File: config.mk
export PLATFORM = sky130hd
export DESIGN_NAME = dot_stuffing_line_encoder
export DESIGN_NICKNAME = d
export VERILOG_FILES = /design/src/dsle_pkg.sv /design/src/dsle_front.sv /design/src/dsle_fifo.sv /design/src/dsle_back.sv /design/src/dot_stuffing_line_encoder.sv
export SDC_FILE = /design/constraint.sdc
export NUM_CORES = 1
export LEC_CHECK = 0
export BUFFER_PORTS_ARGS = -buffer_cell sky130_fd_sc_hd__buf_4
export CORE_ASPECT_RATIO = 0.7
export CORE_MARGIN = 2
export CORE_UTILIZATION = 55
export DETAILED_ROUTE_END_ITERATION = 16
export PLACE_DENSITY = 0.81
export SLEW_MARGIN = 10
export SYNTH_ARGS = -nofsm -noshare
export SYNTH_HDL_FRONTEND = slang
export SYNTH_HIERARCHICAL = 1
export SYNTH_SLANG_ARGS = --single-unit
File: constraint.sdc
create_clock -name clk_i -period 2.7 [get_ports clk_i]
set_input_delay 0.54 -clock clk_i [delete_from_list [all_inputs] [get_ports clk_i]]
set_output_delay 0.54 -clock clk_i [all_outputs]
set_load 0.02 [all_outputs]
File: src/dsle_pkg.sv
// ----------------------------------------------------------------------------
// dsle_pkg
// Shared types, character codes and helpers for the dot-stuffing line encoder.
// ----------------------------------------------------------------------------
package dsle_pkg;

  localparam logic [7:0]  CH_LF     = 8'h0A;
  localparam logic [7:0]  CH_CR     = 8'h0D;
  localparam logic [7:0]  CH_DOT    = 8'h2E;
  localparam logic [15:0] CRLF_PAIR = 16'h0D0A;

  localparam int unsigned FIFO_DEPTH = 2;

  localparam int unsigned STEP_W = 3;
  localparam logic [STEP_W-1:0] STEP_PRE      = 3'd0;
  localparam logic [STEP_W-1:0] STEP_DATA     = 3'd1;
  localparam logic [STEP_W-1:0] STEP_END_CR   = 3'd0;
  localparam logic [STEP_W-1:0] STEP_END_LF   = 3'd1;
  localparam logic [STEP_W-1:0] STEP_END_DOT  = 3'd2;
  localparam logic [STEP_W-1:0] STEP_END_TCR  = 3'd3;
  localparam logic [STEP_W-1:0] STEP_END_LAST = 3'd4;

  localparam logic [1:0] OUT_CNT_FULL = 2'd2;

  typedef enum logic {
    FUNC_DATA = 1'b0,
    FUNC_END  = 1'b1
  } func_e;

  typedef struct packed {
    func_e      func;
    logic       pre_en;
    logic [7:0] pre_byte;
    logic [7:0] data;
  } dsle_cmd_t;

  function automatic logic [STEP_W-1:0] cmd_start_step(input dsle_cmd_t cmd);
    logic [STEP_W-1:0] s;
    if (cmd.func == FUNC_DATA) begin
      s = cmd.pre_en ? STEP_PRE : STEP_DATA;
    end else begin
      s = cmd.pre_en ? STEP_END_CR : STEP_END_DOT;
    end
    return s;
  endfunction

  function automatic logic [7:0] cmd_byte(input dsle_cmd_t cmd, input logic [STEP_W-1:0] step);
    logic [7:0] b;
    if (cmd.func == FUNC_DATA) begin
      b = (step == STEP_PRE) ? cmd.pre_byte : cmd.data;
    end else begin
      case (step)
        STEP_END_CR:  b = CH_CR;
        STEP_END_LF:  b = CH_LF;
        STEP_END_DOT: b = CH_DOT;
        STEP_END_TCR: b = CH_CR;
        default:      b = CH_LF;
      endcase
    end
    return b;
  endfunction

endpackage

File: src/dsle_front.sv
// ----------------------------------------------------------------------------
// dsle_front
// Accepts message items, tracks line and output history, and issues one
// command per item describing the output run it causes.
// ----------------------------------------------------------------------------
module dsle_front
  import dsle_pkg::*;
(
  input  logic      clk_i,
  input  logic      rst_ni,
  input  logic      accept_i,
  input  logic      func_i,
  input  logic [7:0] data_byte_i,
  output dsle_cmd_t cmd_o
);

  logic        at_line_start_q, at_line_start_d;
  logic [7:0]  prev_in_q, prev_in_d;
  logic        any_seen_q, any_seen_d;
  logic [15:0] last_two_q, last_two_d;
  logic [1:0]  out_cnt_q, out_cnt_d;

  always_comb begin
    cmd_o           = '0;
    at_line_start_d = at_line_start_q;
    prev_in_d       = prev_in_q;
    any_seen_d      = any_seen_q;
    last_two_d      = last_two_q;
    out_cnt_d       = out_cnt_q;
    if (func_i == FUNC_END) begin
      cmd_o.func      = FUNC_END;
      cmd_o.pre_en    = (out_cnt_q != OUT_CNT_FULL) || (last_two_q != CRLF_PAIR);
      cmd_o.pre_byte  = CH_CR;
      cmd_o.data      = CH_LF;
      at_line_start_d = 1'b1;
      prev_in_d       = '0;
      any_seen_d      = 1'b0;
      last_two_d      = '0;
      out_cnt_d       = '0;
    end else begin
      cmd_o.func = FUNC_DATA;
      cmd_o.data = data_byte_i;
      if (data_byte_i == CH_LF) begin
        cmd_o.pre_en    = any_seen_q && (prev_in_q != CH_CR);
        cmd_o.pre_byte  = CH_CR;
        at_line_start_d = 1'b1;
      end else if (data_byte_i == CH_DOT) begin
        cmd_o.pre_en    = at_line_start_q;
        cmd_o.pre_byte  = CH_DOT;
        at_line_start_d = 1'b0;
      end else begin
        at_line_start_d = 1'b0;
      end
      if (cmd_o.pre_en) begin
        last_two_d = {cmd_o.pre_byte, data_byte_i};
        out_cnt_d  = OUT_CNT_FULL;
      end else begin
        last_two_d = {last_two_q[7:0], data_byte_i};
        out_cnt_d  = (out_cnt_q == OUT_CNT_FULL) ? OUT_CNT_FULL : out_cnt_q + 2'd1;
      end
      prev_in_d  = data_byte_i;
      any_seen_d = 1'b1;
    end
  end

  always_ff @(posedge clk_i or negedge rst_ni) begin
    if (!rst_ni) begin
      at_line_start_q <= 1'b1;
      prev_in_q       <= '0;
      any_seen_q      <= 1'b0;
      last_two_q      <= '0;
      out_cnt_q       <= '0;
    end else if (accept_i) begin
      at_line_start_q <= at_line_start_d;
      prev_in_q       <= prev_in_d;
      any_seen_q      <= any_seen_d;
      last_two_q      <= last_two_d;
      out_cnt_q       <= out_cnt_d;
    end
  end

endmodule

File: src/dsle_fifo.sv
// ----------------------------------------------------------------------------
// dsle_fifo
// Short command queue between the front and back parts.
// ----------------------------------------------------------------------------
module dsle_fifo
  import dsle_pkg::*;
#(
  parameter int unsigned Depth = FIFO_DEPTH
) (
  input  logic      clk_i,
  input  logic      rst_ni,
  input  logic      push_i,
  input  dsle_cmd_t wdata_i,
  input  logic      pop_i,
  output dsle_cmd_t rdata_o,
  output logic      full_o,
  output logic      empty_o
);

  localparam int unsigned PtrW = (Depth > 1) ? $clog2(Depth) : 1;
  localparam int unsigned CntW = $clog2(Depth + 1);
  localparam logic [PtrW-1:0] PtrLast = PtrW'(Depth - 1);
  localparam logic [CntW-1:0] CntFull = CntW'(Depth);

  dsle_cmd_t            mem_q [Depth];
  logic [PtrW-1:0]      wr_ptr_q, wr_ptr_d;
  logic [PtrW-1:0]      rd_ptr_q, rd_ptr_d;
  logic [CntW-1:0]      cnt_q, cnt_d;

  assign full_o  = (cnt_q == CntFull);
  assign empty_o = (cnt_q == '0);
  assign rdata_o = mem_q[rd_ptr_q];

  always_comb begin
    wr_ptr_d = wr_ptr_q;
    rd_ptr_d = rd_ptr_q;
    cnt_d    = cnt_q;
    if (push_i) begin
      wr_ptr_d = (wr_ptr_q == PtrLast) ? '0 : wr_ptr_q + PtrW'(1);
    end
    if (pop_i) begin
      rd_ptr_d = (rd_ptr_q == PtrLast) ? '0 : rd_ptr_q + PtrW'(1);
    end
    if (push_i && !pop_i) begin
      cnt_d = cnt_q + CntW'(1);
    end else if (pop_i && !push_i) begin
      cnt_d = cnt_q - CntW'(1);
    end
  end

  always_ff @(posedge clk_i or negedge rst_ni) begin
    if (!rst_ni) begin
      wr_ptr_q <= '0;
      rd_ptr_q <= '0;
      cnt_q    <= '0;
    end else begin
      wr_ptr_q <= wr_ptr_d;
      rd_ptr_q <= rd_ptr_d;
      cnt_q    <= cnt_d;
    end
  end

  always_ff @(posedge clk_i) begin
    if (push_i) begin
      mem_q[wr_ptr_q] <= wdata_i;
    end
  end

endmodule

File: src/dsle_back.sv
// ----------------------------------------------------------------------------
// dsle_back
// Expands queued commands into output bytes, one per cycle while out_ready_i
// does not stall the output, through a registered output stage.
// ----------------------------------------------------------------------------
module dsle_back
  import dsle_pkg::*;
(
  input  logic       clk_i,
  input  logic       rst_ni,
  input  dsle_cmd_t  cmd_i,
  input  logic       cmd_empty_i,
  output logic       cmd_pop_o,
  output logic       out_valid_o,
  input  logic       out_ready_i,
  output logic [7:0] out_byte_o,
  output logic       last_of_run_o,
  output logic       message_end_o
);

  logic              busy_q, busy_d;
  logic [STEP_W-1:0] step_q, step_d;
  logic [STEP_W-1:0] cur_step;
  logic              load;
  logic              is_last;
  logic              out_valid_q, out_valid_d;
  logic [7:0]        out_byte_q;
  logic              last_q;
  logic              msg_end_q;

  assign cur_step = busy_q ? step_q : cmd_start_step(cmd_i);
  assign load     = !cmd_empty_i && (!out_valid_q || out_ready_i);
  assign is_last  = (cmd_i.func == FUNC_DATA) ? (cur_step == STEP_DATA)
                                              : (cur_step == STEP_END_LAST);
  assign cmd_pop_o = load && is_last;

  always_comb begin
    busy_d      = busy_q;
    step_d      = step_q;
    out_valid_d = out_valid_q;
    if (out_ready_i) begin
      out_valid_d = 1'b0;
    end
    if (load) begin
      out_valid_d = 1'b1;
      busy_d      = !is_last;
      step_d      = cur_step + STEP_W'(1);
    end
  end

  always_ff @(posedge clk_i or negedge rst_ni) begin
    if (!rst_ni) begin
      busy_q      <= 1'b0;
      step_q      <= '0;
      out_valid_q <= 1'b0;
    end else begin
      busy_q      <= busy_d;
      step_q      <= step_d;
      out_valid_q <= out_valid_d;
    end
  end

  always_ff @(posedge clk_i) begin
    if (load) begin
      out_byte_q <= cmd_byte(cmd_i, cur_step);
      last_q     <= is_last;
      msg_end_q  <= is_last && (cmd_i.func == FUNC_END);
    end
  end

  assign out_valid_o   = out_valid_q;
  assign out_byte_o    = out_byte_q;
  assign last_of_run_o = last_q;
  assign message_end_o = msg_end_q;

endmodule

File: src/dot_stuffing_line_encoder.sv
// ----------------------------------------------------------------------------
// dot_stuffing_line_encoder
// Dot-stuffing line encoder with CR LF normalization and message terminator.
// ----------------------------------------------------------------------------
// Each input item is one message byte or an end-of-message mark; each output
// item is one escaped byte. A data byte yields one or two output bytes (an
// inserted CR before LF, or a doubled leading period), an end mark yields three
// or five (optional CR LF, then '.', CR, LF with message_end set). The output
// port moves one byte per cycle while out_ready_i is high. Inputs are accepted
// back to back while the command queue (Depth entries) has room; the byte
// sequencer behind it and its output register set the throughput.
// ----------------------------------------------------------------------------
module dot_stuffing_line_encoder
  import dsle_pkg::*;
#(
  parameter int unsigned Depth = FIFO_DEPTH
) (
  input  logic       clk_i,
  input  logic       rst_ni,
  input  logic       in_valid_i,
  output logic       in_ready_o,
  input  logic       func_i,
  input  logic [7:0] data_byte_i,
  output logic       out_valid_o,
  input  logic       out_ready_i,
  output logic [7:0] out_byte_o,
  output logic       last_of_run_o,
  output logic       message_end_o
);

  dsle_cmd_t cmd_wr;
  dsle_cmd_t cmd_rd;
  logic      fifo_full;
  logic      fifo_empty;
  logic      fifo_pop;
  logic      accept;

  assign in_ready_o = !fifo_full;
  assign accept     = in_valid_i && in_ready_o;

  dsle_front u_front (
    .clk_i       (clk_i),
    .rst_ni      (rst_ni),
    .accept_i    (accept),
    .func_i      (func_i),
    .data_byte_i (data_byte_i),
    .cmd_o       (cmd_wr)
  );

  dsle_fifo #(
    .Depth (Depth)
  ) u_fifo (
    .clk_i   (clk_i),
    .rst_ni  (rst_ni),
    .push_i  (accept),
    .wdata_i (cmd_wr),
    .pop_i   (fifo_pop),
    .rdata_o (cmd_rd),
    .full_o  (fifo_full),
    .empty_o (fifo_empty)
  );

  dsle_back u_back (
    .clk_i         (clk_i),
    .rst_ni        (rst_ni),
    .cmd_i         (cmd_rd),
    .cmd_empty_i   (fifo_empty),
    .cmd_pop_o     (fifo_pop),
    .out_valid_o   (out_valid_o),
    .out_ready_i   (out_ready_i),
    .out_byte_o    (out_byte_o),
    .last_of_run_o (last_of_run_o),
    .message_end_o (message_end_o)
  );

endmodule

==> impl_metrics.ini, run 1 <==
[critical_path]
crit_family = multiplexers
arrival_ps = 2530
crit_required_ps = 2790
crit_slowest_cell = dfrtp_1
critPathBufInv = 3
crit_fanout = 15
slowest_delay_ps = 420
endpoint_kind = flop
cp_cell_sequence = mux2_2 > buf_4 > a22o_1 > inv_1 > ha_1 > a21boi_0 > buf_4 > mux2i_1 > mux2i_1
cp-start-kind = flop
worstSetupPathType = reg -> reg

[floorplanning]
core_um2 = 6250
die_w_um = 100
io_pins = 25
dieArea_um2 = 7140
initial_core_util_pct = 57.0
die_h_um = 71.3
rows = 24

[detailed_routing]
drc_errors = 0
routed.top_layer = met4
firstDrtPassIters = 4
wl_met3_um = 341
met2_length_um = 2540
vias_per_cell = 5.39
post_drt_wl_per_cell_um = 15.8
met1_length_um = 2800
drt_wl_total_um = 5720
drtIter0Drc = 169
vias = 1945
final_antenna_net_count = 0

[logic_synthesis]
muxShareOfSynthArea_pct = 11.8
yosysTopAreaCellShare_pct = 38.8
ys_ff_latch = 75
syn_inst = 258
ys.flop_type = edfxtp_1
avgSynthCellArea_um2 = 13.8
yosysSeqAreaShare_pct = 59.2
async_flop_share_pct = 38.7
synth_top_family_by_area = multiplexers
yosysWarnings = 6
syn-cell-area_um2 = 3560
ys_types = 54
synth.area.top_cells = edfxtp_1 (39%), dfrtp_1 (20%), mux2_2 (5.4%), mux2_4 (4.2%), buf_4 (3.0%)
synth_xor_xnor_area_share_pct = 1.48
yosys.area_share.simple_pct = 10.8
synth_top_area_cell = edfxtp_1
synth_compound_area_share_pct = 7.49
synth_edf_count = 46
synth_adder_area_share_pct = 2.46

[grt]
grt_remaining_overflow = 0
grt_pass1_wl_um = 9630
grt_pass1_vias = 1876
antenna_found_initial = 0
grt_max_degree = 30
grt.total_usage_pct = 18.3

[power]
powerDensity_nw_per_um2 = 1080
swShare_pct = 33.2
power.net_switching_mw = 1.40
pwr-share-seq_pct = 44.2
p_leak_nw = 1.57
power_frac_comb_pct = 37.9
internal_power_mw = 2.81
clkPwrFrac_pct = 17.9
peakVddDrop_mv = 0.397

[clock_tree]
cts_resized = 0
root_buffer = clkbuf_8
cts_setup_buffers = 0
cts_buffers = 9
cts_tree = built
cts_htree_levels = 3
cts_num_sinks = 75
clkTransAtPathRegs_ps = 70
cts_hold_buf = 0
cts_buffer_depth = 2
clk_latency_ps = 340

[placed_design]
numPortBuffers = 24
dp.final_hpwl_um = 4060
placed_area_um2 = 3710
place.gp.congestion = 0.767

[finish]
diodes = 0
final_area_um2 = 3890
layout_commonest_cell = edfxtp_1
final_cell_mix = edfxtp_1 (46), buf_4 (30), dfrtp_1 (28), mux2_2 (17), inv_1 (15)
n_fill_cell = 488
final_layout_size_suffix_gt1_share_pct = 29.7
syn2layout_area_growth_pct = 9.35
final_nets = 298

[sta]
hold_violations = 0
tightest_slew_ps = 498
relSlewSlack_pct = 66.5
fin_skew_ps = 4.70
rsz0062_at_grt = false
setup_violations = 0
slew_violations = 0
post-route-period-util_pct = 90.6
layout_min_cycle_time_ps = 2450
max_freq_mhz = 409
final.setup.tns_ps = 0

[run_status]
status = completed

[job]
max_cap_viol_count = 0

[min_path]
hp-class = in -> async
[kinds of logic after synthesis]
family          count (synthesis)
flops                          75
simple gates                   60
buf+inv                        38
compound gates                 36
mux                            35
fa+ha+maj                       7
xor+xnor                        6
other cells                     1
[worst paths after layout]
check / start / to / slack, ps / cells past startpoint
worst min register to register: u_fifo/wr_ptr_q / u_fifo/wr_ptr_q / 490 / 1
worst max-delay path: u_fifo/rd_ptr_q / u_back/out_byte_o[1] / 250 / 9
min in group clk_i: data_byte_i[1] / u_front/prev_in_q[1] / 460 / 3
max in group asynchronous: rst_ni / u_front/at_line_start_q / 2280 / 1
worst max register to register: u_fifo/rd_ptr_q / u_back/out_byte_o[1] / 250 / 9
worst min-delay path: rst_ni / u_back/out_valid_o / 110 / 1
[final cells by class]
class	instances	area, um2	share of cell area, %
sequential	75	2110	54.2
clock inverter	4	23.8	0.611
inverter	15	56.3	1.45
multi-input combinational	147	1220	31.5
tap	78	97.6	2.51
timing repair buffer	30	225	5.79
clock buffer	12	155	3.99
[metal layers]
metal | up-vias | global-route usage, %
met5 | - | 0
met4 | 0 | 4.57
met3 | 5 | 7.32
met2 | 51 | 26.5
met1 | 936 | 26.1
li1 | 953 | -
[stage by stage]
step | hold WS (ps) | util, % | setup WS [ps] | std cells | total power, mW
6_report | 107 | 62.3 | 254 | 361 | 4.21
5_1_grt | 115 | 62.3 | 69.9 | 361 | 4.50
4_1_cts | 105 | 62.3 | 222 | 361 | 4.27
3_5_place_dp | 486 | 59.4 | 242 | 345 | 3.48
3_3_place_gp | 472 | 59.4 | 377 | 345 | 3.42
2_1_floorplan | 244 | - | 206 | 260 | 3.08
[worst reg2reg max path: cells and delay by family, from the launching register on]
kind            cells  cell delay [ps]
mux                 3              720
buf+inv             3              490
flops               1              420
compound gates      2              410
fa+ha+maj           1              160
[sequential cells by signal (all words and copies together) (netlist names), 2 cells and up]
name,flops
u_front/out_cnt_q,2
u_front/prev_in_q,7
u_fifo/mem_q,36
u_back/step_q,3
u_back/out_byte_o,8
u_fifo/cnt_q,2
u_front/last_two_q,9
[synth_stat cells, types with 2 or more instances]
library cell	n
edfxtp_1	46
dfrtp_1	28
mux2_2	17
inv_1	15
nor2b_1	15
buf_4	14
o21ai_0	13
mux2_4	10
nor2_1	9
mux2i_1	8
ha_1	7
nor3_1	5
o22ai_1	5
nand2_1	4
xor2_1	4
a21o_1	3
a31o_1	3
and2_1	3
buf_6	3
clkbuf_1	3
nand3_1	3
or2_2	3
a2bb2oi_1	2
and3_1	2
nand2b_1	2
nand3b_1	2
xnor2_1	2
[power groups by stage]
| stage | Clock [mW] | Combinational [mW] | Sequential, mW |
|---|---|---|---|
| after CTS | 0.789 | 1.61 | 1.87 |
| after detailed placement | 0 | 1.59 | 1.89 |
| after floorplan | 0 | 1.16 | 1.92 |
| after global placement | 0 | 1.55 | 1.87 |
| final | 0.756 | 1.59 | 1.86 |
| after global routing | 0.846 | 1.76 | 1.90 |
No activity file was read; power rests on OpenSTA's default activity.
==> run 2: changes to the inputs <==
- CTS_CLUSTER_DIAMETER: not set -> 40
- PLACE_DENSITY: 0.81 -> 0.84
==> run 2 against run 1 <==
  * Combinational power about the same
  * Largest cell class unchanged
  * Die area unchanged
  * Global-route usage about the same
  * Critical path depth unchanged
  * Hold slack got worse by 7.1 ps
  * Flip-flop and latch count unchanged
  * Core utilization increased by 0.60 points
  * Worst setup slack got worse by 45 ps
  * Fmax decreased by 1.8%
  * Clock power increased by 22%
  * Highest routed layer unchanged
  * Non-clock buffer count unchanged
==> impl_metrics.ini, run 2 (synthesis results as in run 1) <==
[run_status]
status = completed

[grt]
grt_pass1_wl_um = 9690
grt_remaining_overflow = 0
grt.total_usage_pct = 18.3
antenna_found_initial = 0
grt_max_degree = 30
grt_pass1_vias = 1943

[clock_tree]
cts_tree = built
clkTransAtPathRegs_ps = 80
cts_hold_buf = 0
root_buffer = clkbuf_8
cts_resized = 0
cts_htree_levels = 3
cts_setup_buffers = 0
clk_latency_ps = 350
cts_buffers = 9
cts_buffer_depth = 2
cts_num_sinks = 75

[finish]
stdcell_count = 361
syn2layout_area_growth_pct = 10.4
regMostFlops = u_fifo/mem_q
final_area_um2 = 3930
diodes = 0
layout_commonest_cell = edfxtp_1
final_layout_size_suffix_gt1_share_pct = 30.0
final_nets = 298
largest_reg_flops = 36
final_cell_mix = edfxtp_1 (46), buf_4 (30), dfrtp_1 (28), mux2_2 (17), inv_1 (15)

[sta]
timing.hold.ws_ps = 99.6
relSlewSlack_pct = 63.3
setup_violations = 0
hold_violations = 0
slew_violations = 0
post-route-period-util_pct = 92.3
fin_skew_ps = 7.93
rsz0062_at_grt = false
layout_min_cycle_time_ps = 2490
max_freq_mhz = 401
tightest_slew_ps = 546
final.setup.tns_ps = 0

[detailed_routing]
vias_per_cell = 5.45
drtIter0Drc = 128
drc_errors = 0
vias = 1967
firstDrtPassIters = 4
post_drt_wl_per_cell_um = 16.0
drt_wl_total_um = 5790
final_antenna_net_count = 0

[placed_design]
numPortBuffers = 24
place.gp.congestion = 0.751
dpl.cell_count = 345
placed_area_um2 = 3710
dp.final_hpwl_um = 4050

[critical_path]
path_common_cell = buf_4
worstSetupPathType = reg -> reg
crit_fanout = 15
endpoint_kind = flop
cp-start-kind = flop
crit_slowest_cell = dfrtp_1
slowest_delay_ps = 430
crit_family = multiplexers
rr_worst_depth = 9
path_depth = 9
arrival_ps = 2570
startpoint = u_fifo/rd_ptr_q
cp_cell_sequence = mux2_2 > buf_4 > a22o_1 > inv_1 > ha_1 > a21boi_0 > buf_4 > mux2i_1 > o21ai_0
critPathBufInv = 3
crit_required_ps = 2780
r2r_start = u_fifo/rd_ptr_q

[floorplanning]
io_pins = 25
dieArea_um2 = 7140
core_um2 = 6250
die_w_um = 100
die_h_um = 71.3
rows = 24
initial_core_util_pct = 57.0

[power]
fin_total_pwr_mw = 4.39
p_leak_nw = 1.58
peakVddDrop_mv = 0.430
powerDensity_nw_per_um2 = 1120

[min_path]
hp-class = in -> async

[job]
max_cap_viol_count = 0
## run 2: cell count changes in the layout (fill, tap and decap cells not counted), sizes merged
cell | previous run | this run
bufinv | 0 | 2
clkbuf | 12 | 9
clkinvlp | 1 | 3
inv | 16 | 15
## run 2: path summary, 6_finish.rpt
path                                                 to  slack [ps]
worst max-delay path               u_back/out_byte_o[2]         210
worst min-delay path                   u_back/step_q[2]         100
worst max register to register     u_back/out_byte_o[2]         210
worst min register to register          u_fifo/wr_ptr_q         500
max in group asynchronous       u_front/at_line_start_q        2270
min in group clk_i                 u_front/prev_in_q[1]         450
## run 2: final cells by class
type / instances / area (um2)
Timing Repair Buffer: 30 / 225
Inverter: 15 / 56.3
Sequential cell: 75 / 2110
Fill cell: 480 / 2320
Tap cell: 78 / 97.6
Multi-Input combinational cell: 147 / 1220
Clock inverter: 7 / 92.6
Clock buffer: 9 / 124
## run 2: metrics by stage
| step | setup WS [ps] | util, % |
|---|---|---|
| 2_1_floorplan | 206 | - |
| 3_3_place_gp | 380 | 59.4 |
| 3_5_place_dp | 221 | 59.4 |
| 4_1_cts | 206 | 62.9 |
| 5_1_grt | 44.6 | 62.9 |
| 6_report | 209 | 62.9 |
## run 2: per-layer routing
layer	track usage, %	vias to the layer above	part of all wire (%)
li1	-	959	-
met1	26.0	956	49
met2	26.4	48	44
met3	7.90	4	5.8
met4	4.11	0	0.79
met5	0	-	0
## run 2: power breakdown
group	switching (mW)	internal (mW)	total (mW)	leakage, nW
sequential	0.197	1.66	1.86	0.798
combinational	0.832	0.770	1.60	0.683
clock	0.410	0.516	0.926	0.101
==> run 3: changes to the inputs <==
- CORE_MARGIN: 2 -> 4
- clock period: 2.7 -> 2.8 ns (I/O delays scaled with it)
==> run 3 against run 2 <==
  * Worst setup slack improved by 30 ps
  * Core utilization fell by 0.44 points
  * Cell count fell by 0.28%
  * Power fell by 5.4%
  * Sequential power fell by 4%
  * Critical path type unchanged
  * Critical endpoint is now u_back/out_byte_o[5]
  * Highest routed layer unchanged
==> impl_metrics.ini, run 3 (synthesis results as in run 1) <==
[critical_path]
crit_fanout = 16
slowest_delay_ps = 480
crit_slowest_cell = mux2_2
worstSetupPathType = reg -> reg
arrival_ps = 2640
critPathBufInv = 1
endpoint_kind = flop
crit_family = multiplexers
cp_cell_sequence = mux2_2 > or3_4 > a21boi_4 > ha_1 > a21boi_0 > buf_4 > mux2i_1 > o21ai_0
crit_required_ps = 2880
cp-start-kind = flop

[finish]
largest_reg_flops = 36
fin_util_pct = 62.5
layout_commonest_cell = edfxtp_1
regMostFlops = u_fifo/mem_q
final_cell_mix = edfxtp_1 (46), buf_4 (29), dfrtp_1 (28), mux2_2 (17), inv_1 (15)
final_layout_size_suffix_gt1_share_pct = 29.1
diodes = 0
final_area_um2 = 3900
syn2layout_area_growth_pct = 9.63
final_nets = 297

[floorplanning]
io_pins = 25
rows = 24
core_um2 = 6250
die_w_um = 104
initial_core_util_pct = 57.0
dieArea_um2 = 7840
die_h_um = 75.3

[clock_tree]
cts_hold_buf = 0
cts_buffers = 9
root_buffer = clkbuf_8
clkTransAtPathRegs_ps = 70
cts_num_sinks = 75
clk_latency_ps = 340
cts_tree = built
cts_htree_levels = 3
cts_setup_buffers = 0
cts_resized = 0
cts_buffer_depth = 2

[grt]
grt.total_usage_pct = 16.8
grt_pass1_wl_um = 9870
grt_pass1_vias = 1971
grt_remaining_overflow = 0
antenna_found_initial = 0
grt_max_degree = 30

[detailed_routing]
met1_length_um = 3050
met2_length_um = 2640
post_drt_wl_per_cell_um = 16.8
vias_per_cell = 5.50
wl_met3_um = 276
drt_wl_total_um = 6040
routed.top_layer = met4
drc_errors = 0
drtIter0Drc = 78
firstDrtPassIters = 4
final_antenna_net_count = 0
vias = 1981

[power]
p_leak_nw = 1.57
peakVddDrop_mv = 0.380
powerDensity_nw_per_um2 = 1060
fin_total_pwr_mw = 4.15

[sta]
relSlewSlack_pct = 62.2
layout_min_cycle_time_ps = 2560
final.setup.tns_ps = 0
timing.hold.ws_ps = 133
post-route-period-util_pct = 91.5
hold_violations = 0
max_freq_mhz = 390
fin_skew_ps = 8.45
setup_violations = 0
slew_violations = 0
rsz0062_at_grt = false
tightest_slew_ps = 563

[placed_design]
placed_area_um2 = 3700
numPortBuffers = 24
place.gp.congestion = 0.783
dp.final_hpwl_um = 4170

[job]
max_cap_viol_count = 0

[min_path]
hp-class = in -> async

[run_status]
status = completed
-- run 3: worst register-to-register path, stage by stage, from the launching register on --
cell	delay, ps
dfrtp_1	430
mux2_2	480
or3_4	370
a21boi_4	160
ha_1	220
a21boi_0	130
buf_4	210
mux2i_1	210
o21ai_0	100
-- run 3: worst paths after layout --
kind	cells after the start	end	slack, ps	startpoint
min reg2reg	1	u_fifo/wr_ptr_q	490	u_fifo/wr_ptr_q
max	8	u_back/out_byte_o[5]	240	u_fifo/rd_ptr_q
min	1	u_back/step_q[0]	130	rst_ni
max in group asynchronous	1	u_front/at_line_start_q	2360	rst_ni
max reg2reg	8	u_back/out_byte_o[5]	240	u_fifo/rd_ptr_q
min in group clk_i	1	u_fifo/wr_ptr_q	490	u_fifo/wr_ptr_q
-- run 3: area by class of cell --
cell class	instances	area, um2
clock buffer	12	145
clock inverter	4	51.3
fill	489	2340
inverter	15	56.3
multi-input combinational	147	1220
sequential	75	2110
tap	78	97.6
timing repair buffer	29	218
-- run 3: metal layers --
layer	GRT usage, %	up-vias
met4	6.19	0
met5	0	-
met1	23.6	975
li1	-	955
met2	25.2	45
met3	5.00	6
-- run 3: power breakdown --
group | switching [mW] | total [mW] | internal (mW) | leakage [nW]
registers | 0.190 | 1.79 | 1.60 | 0.798
logic | 0.815 | 1.55 | 0.735 | 0.678
clock network | 0.370 | 0.807 | 0.437 | 0.0966
-- run 3: metrics by stage --
stage | cells | setup slack (ps)
floorplan | 260 | 306
global placement | 344 | 338
detailed placement | 344 | 269
CTS | 360 | 245
global route | 360 | 64.5
finish | 360 | 239
